===== src/trint_pkg.sv =====
package trint_pkg;

    localparam int ACC_W = 32;
    localparam int THR_W = 15;
    localparam int ADDR_W = 3;
    localparam int DATA_W = 32;

    localparam logic REG_NOISE_THRESHOLD = 1'b0;

    localparam logic signed [ACC_W-1:0] ACC_MAX = {1'b0, {(ACC_W-1){1'b1}}};
    localparam logic signed [ACC_W-1:0] ACC_MIN = {1'b1, {(ACC_W-1){1'b0}}};

    typedef struct packed {
        logic found;
        logic last;
        logic first;
    } trint_flags_t;

endpackage


===== src/trint_apb.sv =====
module trint_apb
(
    input  logic                              clk,
    input  logic                              rst_n,
    input  logic                              psel,
    input  logic                              penable,
    input  logic                              pwrite,
    input  logic [trint_pkg::ADDR_W-1:0]      paddr,
    input  logic [trint_pkg::DATA_W-1:0]      pwdata,
    output logic [trint_pkg::DATA_W-1:0]      prdata,
    output logic                              pready,
    output logic [trint_pkg::THR_W-1:0]       noise_threshold
);

    logic [trint_pkg::THR_W-1:0] thr_reg;
    logic [trint_pkg::THR_W-1:0] thr_next;
    logic                        sel_thr;

    assign pready = 1'b1;
    assign sel_thr = (paddr[trint_pkg::ADDR_W-1:2] == trint_pkg::REG_NOISE_THRESHOLD);

    always_comb
    begin
        thr_next = thr_reg;
        if (psel && penable && pwrite && pready && sel_thr)
        begin
            thr_next = pwdata[trint_pkg::THR_W-1:0];
        end
    end

    always_ff @(posedge clk or negedge rst_n)
    begin
        if (!rst_n)
        begin
            thr_reg <= '0;
        end
        else
        begin
            thr_reg <= thr_next;
        end
    end

    always_comb
    begin
        prdata = '0;
        if (sel_thr)
        begin
            prdata = trint_pkg::DATA_W'(thr_reg);
        end
    end

    assign noise_threshold = thr_reg;

endmodule


===== src/trint_integ.sv =====
module trint_integ
#(
    parameter int SAMPLE_BITS = 16,
    parameter int IDX_W = 16,
    parameter int MAX_SAMPLES = 65536
)
(
    input  logic                                  clk,
    input  logic                                  rst_n,
    input  logic                                  step,
    input  logic signed [SAMPLE_BITS-1:0]         sample,
    input  trint_pkg::trint_flags_t               flags,
    input  logic [trint_pkg::THR_W-1:0]           threshold,
    output logic signed [trint_pkg::ACC_W-1:0]    running_sum,
    output logic [IDX_W-1:0]                      sample_index,
    output logic signed [trint_pkg::ACC_W-1:0]    peak_high_value,
    output logic [IDX_W-1:0]                      peak_high_index,
    output logic signed [trint_pkg::ACC_W-1:0]    peak_low_value,
    output logic [IDX_W-1:0]                      peak_low_index,
    output logic                                  emit
);

    localparam int AW = trint_pkg::ACC_W;
    localparam logic [IDX_W-1:0] IDX_LAST = IDX_W'(MAX_SAMPLES - 1);

    logic signed [AW-1:0] acc_reg;
    logic signed [AW-1:0] acc_next;
    logic signed [AW-1:0] hv_reg;
    logic signed [AW-1:0] hv_next;
    logic [IDX_W-1:0]     hi_reg;
    logic [IDX_W-1:0]     hi_next;
    logic signed [AW-1:0] lv_reg;
    logic signed [AW-1:0] lv_next;
    logic [IDX_W-1:0]     li_reg;
    logic [IDX_W-1:0]     li_next;
    logic [IDX_W-1:0]     pos_reg;
    logic [IDX_W-1:0]     pos_next;
    logic                 sup_reg;
    logic                 sup_next;

    logic                 start;
    logic [IDX_W-1:0]     idx;
    logic signed [AW-1:0] s_ext;
    logic signed [SAMPLE_BITS:0] s_wide;
    logic [SAMPLE_BITS:0] mag;
    logic                 above;
    logic signed [AW:0]   sum;
    logic signed [AW-1:0] sum_sat;

    always_comb
    begin
        s_ext = {{(AW-SAMPLE_BITS){sample[SAMPLE_BITS-1]}}, sample};
        s_wide = {sample[SAMPLE_BITS-1], sample};
        mag = sample[SAMPLE_BITS-1] ? (SAMPLE_BITS+1)'(-s_wide) : s_wide;
        above = (AW'(mag) > AW'(threshold));
        sum = {acc_reg[AW-1], acc_reg} + {s_ext[AW-1], s_ext};
        if (sum[AW] != sum[AW-1])
        begin
            sum_sat = sum[AW] ? trint_pkg::ACC_MIN : trint_pkg::ACC_MAX;
        end
        else
        begin
            sum_sat = sum[AW-1:0];
        end

        start = flags.first || (pos_reg == '0);
        idx = start ? '0 : pos_reg;

        acc_next = acc_reg;
        hv_next = hv_reg;
        hi_next = hi_reg;
        lv_next = lv_reg;
        li_next = li_reg;
        sup_next = sup_reg;

        if (start)
        begin
            sup_next = !flags.found;
            acc_next = s_ext;
            hv_next = s_ext;
            hi_next = '0;
            lv_next = s_ext;
            li_next = '0;
        end
        else
        begin
            if (above)
            begin
                acc_next = sum_sat;
            end
            if (acc_next > hv_reg)
            begin
                hv_next = acc_next;
                hi_next = idx;
            end
            if (acc_next < lv_reg)
            begin
                lv_next = acc_next;
                li_next = idx;
            end
        end

        if (flags.last)
        begin
            pos_next = '0;
        end
        else if (idx != IDX_LAST)
        begin
            pos_next = idx + 1'b1;
        end
        else
        begin
            pos_next = idx;
        end
    end

    always_ff @(posedge clk or negedge rst_n)
    begin
        if (!rst_n)
        begin
            acc_reg <= '0;
            hv_reg <= '0;
            hi_reg <= '0;
            lv_reg <= '0;
            li_reg <= '0;
            pos_reg <= '0;
            sup_reg <= 1'b0;
        end
        else if (step)
        begin
            acc_reg <= acc_next;
            hv_reg <= hv_next;
            hi_reg <= hi_next;
            lv_reg <= lv_next;
            li_reg <= li_next;
            pos_reg <= pos_next;
            sup_reg <= sup_next;
        end
    end

    assign running_sum = acc_next;
    assign sample_index = idx;
    assign peak_high_value = hv_next;
    assign peak_high_index = hi_next;
    assign peak_low_value = lv_next;
    assign peak_low_index = li_next;
    assign emit = !sup_next;

endmodule


===== src/thresholded_running_integral.sv =====
// thresholded running integral of baseline-subtracted waveform samples
// input stream: one sample word per beat, tdata holds the sample in its low
// SAMPLE_BITS bits, tuser marks first sample and baseline found, tlast marks
// the final sample of a waveform
// output stream: one word per sample of a waveform whose baseline was found,
// carrying the running integral, its index and the peak values and indexes;
// tlast is set on the word of the last sample, where the peaks are final
// a sample is registered at the input, then integrated and compared
// combinationally and written to the output register, which drives tvalid;
// throughput one sample per cycle while the receiver does not stall, set by
// the single accumulate and compare stage
// when the receiver stalls the output register holds its word and tready
// drops once the input register is also full; no word is lost
// the apb port holds the noise threshold at address 0; the user writes it only
// while idle, which the block does not enforce; reset clears the integral,
// peaks, position and threshold; the first sample after it starts a new waveform
module thresholded_running_integral
#(
    parameter int MAX_SAMPLES = 65536,
    parameter int SAMPLE_BITS = 16
)
(
    input  logic                                      clk,
    input  logic                                      rst_n,

    input  logic                                      psel,
    input  logic                                      penable,
    input  logic                                      pwrite,
    input  logic [trint_pkg::ADDR_W-1:0]              paddr,
    input  logic [trint_pkg::DATA_W-1:0]              pwdata,
    output logic [trint_pkg::DATA_W-1:0]              prdata,
    output logic                                      pready,

    input  logic                                      s_axis_tvalid,
    output logic                                      s_axis_tready,
    // sample_value
    input  logic [((SAMPLE_BITS+7)/8)*8-1:0]          s_axis_tdata,
    // first_sample, baseline_found
    input  logic [1:0]                                s_axis_tuser,
    input  logic                                      s_axis_tlast,

    output logic                                      m_axis_tvalid,
    input  logic                                      m_axis_tready,
    // running_sum, sample_index, peak_high_value, peak_high_index,
    // peak_low_value, peak_low_index
    output logic [((3*trint_pkg::ACC_W+3*$clog2(MAX_SAMPLES)+7)/8)*8-1:0] m_axis_tdata,
    output logic                                      m_axis_tlast
);

    localparam int IDX_W = $clog2(MAX_SAMPLES);
    localparam int AW = trint_pkg::ACC_W;
    localparam int OUT_RAW = 3*AW + 3*IDX_W;
    localparam int OUT_W = ((OUT_RAW+7)/8)*8;

    logic [trint_pkg::THR_W-1:0]    threshold;

    logic                           in_valid_reg;
    logic                           in_valid_next;
    logic signed [SAMPLE_BITS-1:0]  sample_reg;
    trint_pkg::trint_flags_t        flags_reg;

    logic                           out_valid_reg;
    logic                           out_valid_next;
    logic [OUT_RAW-1:0]             out_data_reg;
    logic                           out_last_reg;

    logic                           out_free;
    logic                           step;
    logic                           take;

    logic signed [AW-1:0]           running_sum;
    logic [IDX_W-1:0]               sample_index;
    logic signed [AW-1:0]           peak_high_value;
    logic [IDX_W-1:0]               peak_high_index;
    logic signed [AW-1:0]           peak_low_value;
    logic [IDX_W-1:0]               peak_low_index;
    logic                           emit;

    trint_apb u_apb
    (
        .clk             (clk),
        .rst_n           (rst_n),
        .psel            (psel),
        .penable         (penable),
        .pwrite          (pwrite),
        .paddr           (paddr),
        .pwdata          (pwdata),
        .prdata          (prdata),
        .pready          (pready),
        .noise_threshold (threshold)
    );

    assign out_free = !out_valid_reg || m_axis_tready;
    assign step = in_valid_reg && out_free;
    assign s_axis_tready = !in_valid_reg || out_free;
    assign take = s_axis_tvalid && s_axis_tready;

    always_comb
    begin
        in_valid_next = in_valid_reg;
        if (take)
        begin
            in_valid_next = 1'b1;
        end
        else if (step)
        begin
            in_valid_next = 1'b0;
        end

        out_valid_next = out_valid_reg;
        if (step && emit)
        begin
            out_valid_next = 1'b1;
        end
        else if (m_axis_tready)
        begin
            out_valid_next = 1'b0;
        end
    end

    always_ff @(posedge clk or negedge rst_n)
    begin
        if (!rst_n)
        begin
            in_valid_reg <= 1'b0;
            out_valid_reg <= 1'b0;
        end
        else
        begin
            in_valid_reg <= in_valid_next;
            out_valid_reg <= out_valid_next;
        end
    end

    always_ff @(posedge clk)
    begin
        if (take)
        begin
            sample_reg <= s_axis_tdata[SAMPLE_BITS-1:0];
            flags_reg.first <= s_axis_tuser[0];
            flags_reg.found <= s_axis_tuser[1];
            flags_reg.last <= s_axis_tlast;
        end
        if (step && emit)
        begin
            out_data_reg <= {peak_low_index, peak_low_value, peak_high_index,
                             peak_high_value, sample_index, running_sum};
            out_last_reg <= flags_reg.last;
        end
    end

    trint_integ
    #(
        .SAMPLE_BITS (SAMPLE_BITS),
        .IDX_W       (IDX_W),
        .MAX_SAMPLES (MAX_SAMPLES)
    )
    u_integ
    (
        .clk             (clk),
        .rst_n           (rst_n),
        .step            (step),
        .sample          (sample_reg),
        .flags           (flags_reg),
        .threshold       (threshold),
        .running_sum     (running_sum),
        .sample_index    (sample_index),
        .peak_high_value (peak_high_value),
        .peak_high_index (peak_high_index),
        .peak_low_value  (peak_low_value),
        .peak_low_index  (peak_low_index),
        .emit            (emit)
    );

    assign m_axis_tvalid = out_valid_reg;
    assign m_axis_tdata = OUT_W'(out_data_reg);
    assign m_axis_tlast = out_last_reg;

endmodule

===== config.mk =====
export PLATFORM = sky130hd
export DESIGN_NAME = thresholded_running_integral
export DESIGN_NICKNAME = d
export VERILOG_FILES = /design/src/trint_pkg.sv /design/src/trint_apb.sv /design/src/trint_integ.sv /design/src/thresholded_running_integral.sv
export SDC_FILE = /design/constraint.sdc
export NUM_CORES = 1
export LEC_CHECK = 0
export CORE_MARGIN = 1
export CORE_UTILIZATION = 60
export DETAILED_ROUTE_END_ITERATION = 8
export DONT_BUFFER_PORTS = 1
export PLACE_DENSITY_LB_ADDON = 0.1
export REMOVE_ABC_BUFFERS = 1
export SLEW_MARGIN = 20
export SYNTH_ARGS = -nofsm -noshare
export SYNTH_HDL_FRONTEND = slang
export SYNTH_HIERARCHICAL = 1
export SYNTH_SLANG_ARGS = --single-unit

===== constraint.sdc =====
create_clock -name clk -period 10.95 [get_ports clk]
set_input_delay 1.095 -clock clk [delete_from_list [all_inputs] [get_ports clk]]
set_output_delay 1.095 -clock clk [all_outputs]
set_load 0.005 [all_outputs]

# Word-level counts from Yosys, hierarchy flattened
# Cells that the tools add are included.
[totals]
mem_count = 0
rom_bits = 0
output_inout_bits = 180
regBits = 326
latch_bits = 0
inputBits = 61
mem_bits_rw = 0
word_cells = 64
[classes]
bitwise = 1
shifts = 0
n_mul = 0
div_mod_pow = 0
add_sub_neg = 3
n_eq_ne = 2
magnitude_cmp = 3
reduce_logical = 16
n_mux = 23
[ops]
columns = ["cell", "n"]
rows = [
  ["$mux 32", 9],
  ["$mux 16", 7],
  ["$add 32x16->33", 1],
  ["$gt 32x32->1", 1],
  ["$lt 32x32->1", 1],
  ["$gt 17x15->1", 1],
  ["$mux 17", 1],
  ["$neg 16->17", 1],
  ["$add 16x1->16 const B", 1],
  ["$logic_not 16->1", 1],
  ["$ne 16x16->1 const B", 1],
  ["$mux 15", 1],
  ["$logic_and 1x1->1", 6],
  ["$mux 1", 5],
  ["$logic_not 1->1", 4],
  ["$reduce_bool 2->1", 2],
  ["$logic_or 1x1->1", 3],
  ["$ne 1x1->1", 1],
  ["$not 1->1", 1],
]

# Depth between registers and ports, before layout
# Gate-level depths: netlist (run 1).
[logic_depth]
word_depth = 8
mapped_depth = 32
depth_no_buf = 28

# Modules after synthesis
# The synthesis (run 1) kept the hierarchy.
[modules_own_cells]
columns = ["module", "area_per_inst_um2", "seq_area_each_um2", "n_inst", "cells_per_inst"]
rows = [
  ["trint_integ", 13653.1, 3628.5, 1, 1732],
  ["thresholded_running_integral", 5036.1, 4974.8, 1, 174],
  ["trint_apb", 863.3, 375.4, 1, 68],
]

# Worst setup path after synthesis (run 1)
# No wires, ideal clock.
[synth_path]
path_type = "flip-flop to flip-flop"
startpoint = "reg u_integ.pos_reg[9]"
endpoint = "reg out_data_reg[0] (netlist: m_axis_tdata[0]) (enable)"
stages_incl_launch_ff = 11
setup_time_ns = 0.669
t_arrival_ns = 8.666
synth_period_minus_slack_ns = 9.335
path_slack_ns = 1.615
path_cell_list = "dfrtp_1 -> clkbuf_1 -> nor4_1 -> a41o_1 -> clkbuf_1 -> clkbuf_1 -> clkbuf_1 -> nand2_1 -> o21ai_0 -> nand2_1 -> nor2b_1"
[synth_between]
elab_chain_cells = 5
[synth_lines]
columns = ["item", "line", "rtl"]
rows = [
  ["start: declaration", "trint_integ.sv:36", "logic [IDX_W-1:0] pos_reg;"],
  ["start signal: assignment", "trint_integ.sv:136", "pos_reg <= pos_next;"],
  ["$logic_not 16->1", "trint_integ.sv:66", "start = flags.first || (pos_reg == '0);"],
  ["$logic_or 1x1->1", "trint_integ.sv:66", ""],
  ["$mux 1", "trint_integ.sv:76", "if (start)"],
  ["$logic_not 1->1", "trint_integ.sv:147", "assign emit = !sup_next;"],
  ["named net emit", "thresholded_running_integral.sv:77", "logic emit;"],
  ["$logic_and 1x1->1", "thresholded_running_integral.sv:144", "if (step && emit)"],
  ["end signal: assignment", "thresholded_running_integral.sv:146", "out_data_reg <= {peak_low_index, peak_low_value, peak_high_index,"],
  ["end: declaration", "thresholded_running_integral.sv:64", "logic [OUT_RAW-1:0] out_data_reg;"],
]
# The timed path passes the listed nets, and every way through them passes these cells.
# A chain may end at the register's enable or synchronous reset.

# Worst setup path in the final report (run 1)
[layout_path]
startpoint = "reg sample_reg[1]"
endpoint = "reg u_integ.lv_reg[13]"
[layout_between]
elab_chain_cells = 8
word_cells_on_any_way = 12
[layout_lines]
columns = ["item", "line", "rtl"]
rows = [
  ["start: declaration", "thresholded_running_integral.sv:59", "logic signed [SAMPLE_BITS-1:0] sample_reg;"],
  ["start signal: assignment", "thresholded_running_integral.sv:139", "sample_reg <= s_axis_tdata[SAMPLE_BITS-1:0];"],
  ["$neg 16->17 or $add 32x16->33 (tied branches)", "trint_integ.sv:54, trint_integ.sv:56", ""],
  ["$mux 17 (tied with other cells)", "trint_integ.sv:54", "mag = sample[SAMPLE_BITS-1] ? (SAMPLE_BITS+1)'(-s_wide) : s_wide;"],
  ["$gt 17x15->1 or $mux 32 (tied branches)", "trint_integ.sv:55, trint_integ.sv:57", ""],
  ["$mux 32 (*)", "trint_integ.sv:87", "if (above)"],
  ["$mux 32 (*)", "trint_integ.sv:76", ""],
  ["$lt 32x32->1", "trint_integ.sv:96", "if (acc_next < lv_reg)"],
  ["$mux 32 (*)", "trint_integ.sv:96", ""],
  ["$mux 32 (*)", "trint_integ.sv:76", ""],
  ["end signal: assignment", "trint_integ.sv:134", "lv_reg <= lv_next;"],
  ["end: declaration", "trint_integ.sv:32", "logic signed [AW-1:0] lv_reg;"],
]
# Mark *: on every way between the ends. The rest lies on a longest branch, timed or not. The select of a mux whose other input is x is not followed.

==> flow_summary.json, run 1 <==
{
  "cpMaxStageDelayCell": "mux2i_1",
  "synthArstFlopShare": 0.497,
  "max_slew_margin": 0.232,
  "track_usage": 0.337,
  "largest_reg_flops": 144,
  "cts_htree_levels": 2,
  "clk_latency_ns": 0.53,
  "die_w_um": 183,
  "finish.utilization": 0.657,
  "numClockSinks": 326,
  "synth-edff-count": 164,
  "path_max_fanout": 26,
  "initial_core_util": 0.615,
  "skew_ns": 0.0183,
  "drive_gt1_frac": 0.105,
  "synth_most_common_cell": "nand2_1",
  "reg2reg_depth": 26,
  "pwr_density_cell_nw_per_um2": 371,
  "setup_tns_ns": 0,
  "ys_warn_count": 6,
  "die_h_um": 183,
  "post_cts_resized": 0,
  "tightest_slew_ns": 1.15,
  "netlist_area_um2": 19600,
  "hold_viol_final": 0,
  "worstPathRequired_ns": 11.33,
  "cpPeakStageDelay_ns": 0.65,
  "avgSynthCellArea_um2": 9.91,
  "min_period_ns": 8.56,
  "dp_cells": 2295,
  "worstSetupEndpointType": "register",
  "hold_path.class": "in -> async",
  "grt_pass1_vias": 15100,
  "wl_per_cell_um": 23.7,
  "report.final.slew_viol_count": 0,
  "port_buffers": 0,
  "wirelength_mm": 55.8,
  "ys_ff_latch": 326,
  "max_freq_ghz": 0.117,
  "cts_tree": "built",
  "ir_worst_vdd_mv": 0.367,
  "r2r_end": "u_integ/lv_reg[13]$_DFFE_PN0P_",
  "rows": 65,
  "cts_buffer_depth": 3,
  "dpl.hpwl_mm": 36.7,
  "ys_top_cells_by_count": "nand2_1, edfxtp_1, dfrtp_1",
  "rsz0062_at_grt": "false",
  "antenna_found_initial": 0,
  "synth_cell_types": 102,
  "outcome": "finished, final reports clean",
  "antenna_cells": 0,
  "crit_top_cell": "buf_4",
  "synthTopCellsByArea": "edfxtp_1, dfrtp_1, ha_1",
  "drt_iter0_drc": 1711,
  "reg2reg_slack_ns": 2.39,
  "drc": 0,
  "max_cap_violations": 0,
  "synth_top_area_share": 0.252,
  "synth_ff_type": "edfxtp_1",
  "dr.pass1.iters": 7,
  "yosysSeqAreaShare": 0.459,
  "fin_area_um2": 20900,
  "dpl_cell_area_um2": 19700,
  "place.gp.congestion": 0.938,
  "area_delta_synth_final_pct": 6.92,
  "critical_path_arrival_ns": 8.95,
  "drt-vias-per-instance": 6.65,
  "criticalPathCategory": "reg -> reg",
  "post_cts_buffers": 0,
  "final_nets": 2072,
  "finalSetupViolations": 0,
  "ant_nets": 0,
  "r2r_start": "sample_reg[1]$_DFFE_PP_",
  "die-area_um2": 33300,
  "grt_overflow": 0,
  "clk_pin_slew_ns": 0.06,
  "dr_total_vias": 15700,
  "grt_pass1_wl_mm": 87.4,
  "grt_start_max_net_pins": 163,
  "cts_made_buffers": 36,
  "synth_top_area_cell": "edfxtp_1",
  "cts-hold-fix-buffers": 0,
  "power.leakage_nw": 8.50,
  "period_share": 0.782,
  "start_kind": "register",
  "core_um2": 31800,
  "syn_inst": 1974,
  "io_pins": 241,
  "cts_root_buffer": "clkbuf_16",
  "fin_cells": 2360
}
## worst max path at each step
stage                                               from                        endpoint  slack, ns
after floorplan           u_integ/pos_reg[6]$_DFFE_PN0P_       m_axis_tdata[0]$_DFFE_PP_       0.52
after CTS                        sample_reg[1]$_DFFE_PP_  u_integ/lv_reg[13]$_DFFE_PN0P_       2.58
after detailed placement         sample_reg[1]$_DFFE_PP_   u_integ/lv_reg[5]$_DFFE_PN0P_       2.60
final                            sample_reg[1]$_DFFE_PP_  u_integ/lv_reg[13]$_DFFE_PN0P_       2.39
after global routing             sample_reg[1]$_DFFE_PP_  u_integ/lv_reg[13]$_DFFE_PN0P_       2.10
after global placement           sample_reg[1]$_DFFE_PP_  u_integ/lv_reg[13]$_DFFE_PN0P_       2.70
## cell type report
cell class | count | area [um2]
Clock buffer | 43 | 947
Clock inverter | 22 | 279
Sequential cell | 326 | 8980
Timing Repair Buffer | 30 | 225
Inverter | 124 | 465
Tap cell | 435 | 544
Fill cell | 2542 | 10900
Multi-Input combinational cell | 1380 | 9470
## cell usage in the layout (no fill, tap or decap), types with 10 or more instances in the layout
master     netlist  final
and2_1          20     19
inv_1          122    122
o31ai_1         12     12
a22o_1          28     28
a211oi_1        24     24
a221oi_1        10     10
a21oi_1        143    143
o311ai_0        23     23
nor2_1         109    107
nor3_1          28     28
nand4_1         64     64
o21a_1          13     12
ha_1           112    112
clkbuf_16        0     36
o221ai_1        16     16
nand2b_1        11     11
mux2_4          10     10
nor4_1          16     16
a22oi_1         22     22
edfxtp_1       164    164
dfrtp_1        162    162
nor2b_1         24     23
buf_4           23     30
mux2_2          31     31
mux2i_1         13     13
o211ai_1        22     22
a21o_1          33     33
xnor2_1         27     27
a31oi_1         28     28
nand2_1        198    197
conb_1           2     18
a21oi_2         12     12
and3_1          15     15
o21ai_0         93     93
nand3_1         41     41
## where the power goes
| group | switching (mW) | leakage [nW] | internal [mW] |
|---|---|---|---|
| clock | 0.496 | 0.590 | 0.762 |
| sequential | 0.240 | 3.54 | 1.72 |
| combinational | 3.14 | 4.37 | 1.40 |
| total | 3.88 | 8.50 | 3.89 |
## per-stage QoR
step	power, mW	hold slack (ns)	setup WS (ns)
after floorplan	4.86	0.445	0.515
after global placement	6.28	0.461	2.70
after detailed placement	6.37	0.475	2.60
after CTS	7.66	0.254	2.58
after global routing	8.23	0.246	2.10
final	7.77	0.261	2.39
## critical path: cells and delay by family (launching register included)
family | cells | cell delay, ns
buf+inv | 3 | 0.92
mux | 1 | 0.65
simple gates | 12 | 3.63
fa+ha+maj | 2 | 0.68
xor+xnor | 1 | 0.10
flops | 1 | 0.50
compound gates | 7 | 1.87
## metal layers
metal,global-route usage,vias up,share of wire
met3,0.0567,119,0.087
li1,-,7145,-
met1,0.473,7640,0.42
met2,0.527,794,0.46
met4,0.117,0,0.029
met5,0,-,0
## kinds of logic after synthesis
family                     count (synthesis)  synth area share
muxes                                     55            0.0333
and+or+nand+nor                          575             0.146
buffers and inverters                    284            0.0628
AOI/OAI and AO/OA                        585             0.210
other                                      2          0.000384
xor gates and xnor gates                  34            0.0152
DFF                                      326             0.459
adders and majority gates                113            0.0727
Note: power is estimated with default switching activity, not from simulation.
==> run 2: changes to the inputs <==
Settings changed: ABC_AREA from default to 1.
Clock period 10.95 ns to 8.2 ns, I/O delays scaled along.
==> run 2 against run 1 <==
  * Combinational power is 26% higher
  * Non-clock buffer count increased by 5
  * Synthesized area fell by 5.5%
  * Register-to-register slack lost 1.4 ns
  * Core utilization rose by 0.88 points
  * Power increased by 27%
  * Synthesized cell count rose by 12%
  * Critical path type unchanged
  * Critical endpoint is now u_integ/lv_reg[22]$_DFFE_PN0P_
==> flow_summary.json, run 2 <==
{
  "synth_ff_type": "edfxtp_1",
  "setup_tns_ns": 0,
  "path_buf_inv": 5,
  "clk_pin_slew_ns": 0.06,
  "synthArstFlopShare": 0.497,
  "max_freq_ghz": 0.139,
  "power_mw": 9.89,
  "cpPeakStageDelay_ns": 0.57,
  "skew_ns": 0.0245,
  "avgSynthCellArea_um2": 8.38,
  "final_nets": 2357,
  "crit_family": "simple AND/OR/NAND/NOR gates",
  "criticalPathCategory": "reg -> reg",
  "cts_root_buffer": "clkbuf_16",
  "finalSetupViolations": 0,
  "initial_core_util": 0.617,
  "p_comb_frac": 0.578,
  "p_int_mw": 5.03,
  "largest_reg_flops": 144,
  "cts_buffer_depth": 3,
  "seqPwrFrac": 0.257,
  "switching_share": 0.492,
  "rsz0062_at_grt": "false",
  "core_um2": 30000,
  "dr_total_vias": 15300,
  "worstSetupEndpointType": "register",
  "report.final.slew_viol_count": 0,
  "post_cts_buffers": 0,
  "max_slew_margin": 0.354,
  "period_share": 0.878,
  "ir_worst_vdd_mv": 0.404,
  "die-area_um2": 31500,
  "start_kind": "register",
  "crit_top_cell": "nand2_1",
  "wirelength_mm": 49.8,
  "p_sw_mw": 4.86,
  "most-common-layout-cells": "nand2_1, inv_1, edfxtp_1",
  "grt_pass1_vias": 14500,
  "grt_overflow": 0,
  "grt_pass1_wl_mm": 77.7,
  "netlist_area_um2": 18500,
  "place.gp.congestion": 0.928,
  "synth-edff-count": 164,
  "critical_path_arrival_ns": 7.65,
  "ant_nets": 0,
  "cts_tree": "built",
  "synthTopCellsByArea": "edfxtp_1, dfrtp_1, nand2_1",
  "wl_per_cell_um": 19.2,
  "power.share.clock": 0.165,
  "synth_most_common_cell": "nand2_1",
  "cts-hold-fix-buffers": 2,
  "ys_ff_latch": 326,
  "port_buffers": 0,
  "drc": 0,
  "antenna_found_initial": 0,
  "track_usage": 0.317,
  "tightest_slew_ns": 0.970,
  "yosysSeqAreaShare": 0.486,
  "cts_made_buffers": 36,
  "synth_top_area_share": 0.267,
  "antenna_cells": 0,
  "cts_htree_levels": 2,
  "drt-vias-per-instance": 5.89,
  "die_h_um": 177,
  "dr.pass1.iters": 9,
  "ys_top_cells_by_count": "nand2_1, inv_1, edfxtp_1",
  "die_w_um": 177,
  "path_max_fanout": 21,
  "synth_top_area_cell": "edfxtp_1",
  "cpMaxStageDelayCell": "nand3_2",
  "dpl.hpwl_mm": 33.0,
  "hold_path.class": "in -> async",
  "outcome": "finished, final reports clean",
  "area_delta_synth_final_pct": 8.05,
  "synth_cell_types": 49,
  "worstPathRequired_ns": 8.65,
  "drt_iter0_drc": 1433,
  "ys_warn_count": 6,
  "final_common_cell": "nand2_1",
  "hold_viol_final": 0,
  "io_pins": 241,
  "drive_gt1_frac": 0.0620,
  "clk_latency_ns": 0.53,
  "min_period_ns": 7.20,
  "power.leakage_nw": 9.40,
  "max_cap_violations": 0,
  "syn_inst": 2204,
  "rows": 63,
  "grt_start_max_net_pins": 161,
  "post_cts_resized": 0,
  "pwr_density_cell_nw_per_um2": 496,
  "numClockSinks": 326
}
run 2: cell types whose count changed in the layout (fill, tap and decap cells not counted), moves of 29 or more:
cell and change:
inv_1 +140, nand3_1 +111, o21ai_0 +67, nand4_1 -45
nand2_1 +415, nor2_1 +35, a21o_1 -29, mux2_2 -31
a21oi_1 -40
run 2: layer usage:
metal,up-vias,track usage,wire length [um]
met3,143,0.0446,3940
met2,766,0.504,22900
met4,0,0.129,1820
met5,-,0,0
li1,7184,-,-
met1,7207,0.437,21100
run 2: path summary, 6_finish.rpt:
| kind | startpoint | end | slack (ns) | cells after the start |
|---|---|---|---|---|
| max reg2reg | sample_reg[1]$_DFFE_PP_ | u_integ/lv_reg[22]$_DFFE_PN0P_ | 1.0 | 35 |
| max | sample_reg[1]$_DFFE_PP_ | u_integ/lv_reg[22]$_DFFE_PN0P_ | 1.0 | 35 |
| min reg2reg | u_integ/hi_reg[1]$_DFFE_PN0P_ | u_integ/hi_reg[1]$_DFFE_PN0P_ | 0.48 | 2 |
| max in group asynchronous | rst_n | u_integ/lv_reg[7]$_DFFE_PN0P_ | 7.17 | 1 |
| min in group clk | s_axis_tlast | flags_reg[1]$_DFFE_PP_ | 0.39 | 0 |
| min | rst_n | u_integ/lv_reg[19]$_DFFE_PN0P_ | 0.31 | 1 |
run 2: stage by stage:
step           utilization  hold slack (ns)  instance area (um2)  setup slack (ns)  cells
2_1_floorplan            -            0.444                18000             0.773   2110
3_3_place_gp         0.626            0.456                18700              1.29   2533
3_5_place_dp         0.626            0.460                18700              1.22   2533
4_1_cts              0.666            0.371                20000              1.13   2599
5_1_grt              0.666            0.368                20000             0.530   2599
6_report             0.666            0.308                20000             0.997   2599
run 2: logic make-up (layout without fill, tap and decap cells):
family	count (synthesis)	after routing	synth area share
and+or+nand+nor	974	974	0.220
buffers and inverters	385	374	0.0862
AOI/OAI and AO/OA	358	358	0.109
DFF	326	326	0.486
adders and majority gates	113	113	0.0770
xor gates and xnor gates	46	46	0.0218
other	2	18	0.000407
run 2: power groups by stage:
| stage | registers, mW | clock network [mW] | logic, mW |
|---|---|---|---|
| after floorplan | 2.49 | 0 | 3.73 |
| after global placement | 2.55 | 0 | 5.37 |
| after detailed placement | 2.56 | 0 | 5.51 |
| after CTS | 2.54 | 1.65 | 5.60 |
| after global routing | 2.59 | 1.71 | 6.29 |
| final | 2.54 | 1.63 | 5.72 |
run 2: layout make-up:
cell class                      instances  area (um2)
Fill cell                            2433       10000
Sequential cell                       326        8980
Multi-Input combinational cell       1509        7980
Inverter                              275        1030
Clock buffer                           47         972
Tap cell                              390         488
Timing Repair Buffer                   35         298
Clock inverter                         17         210
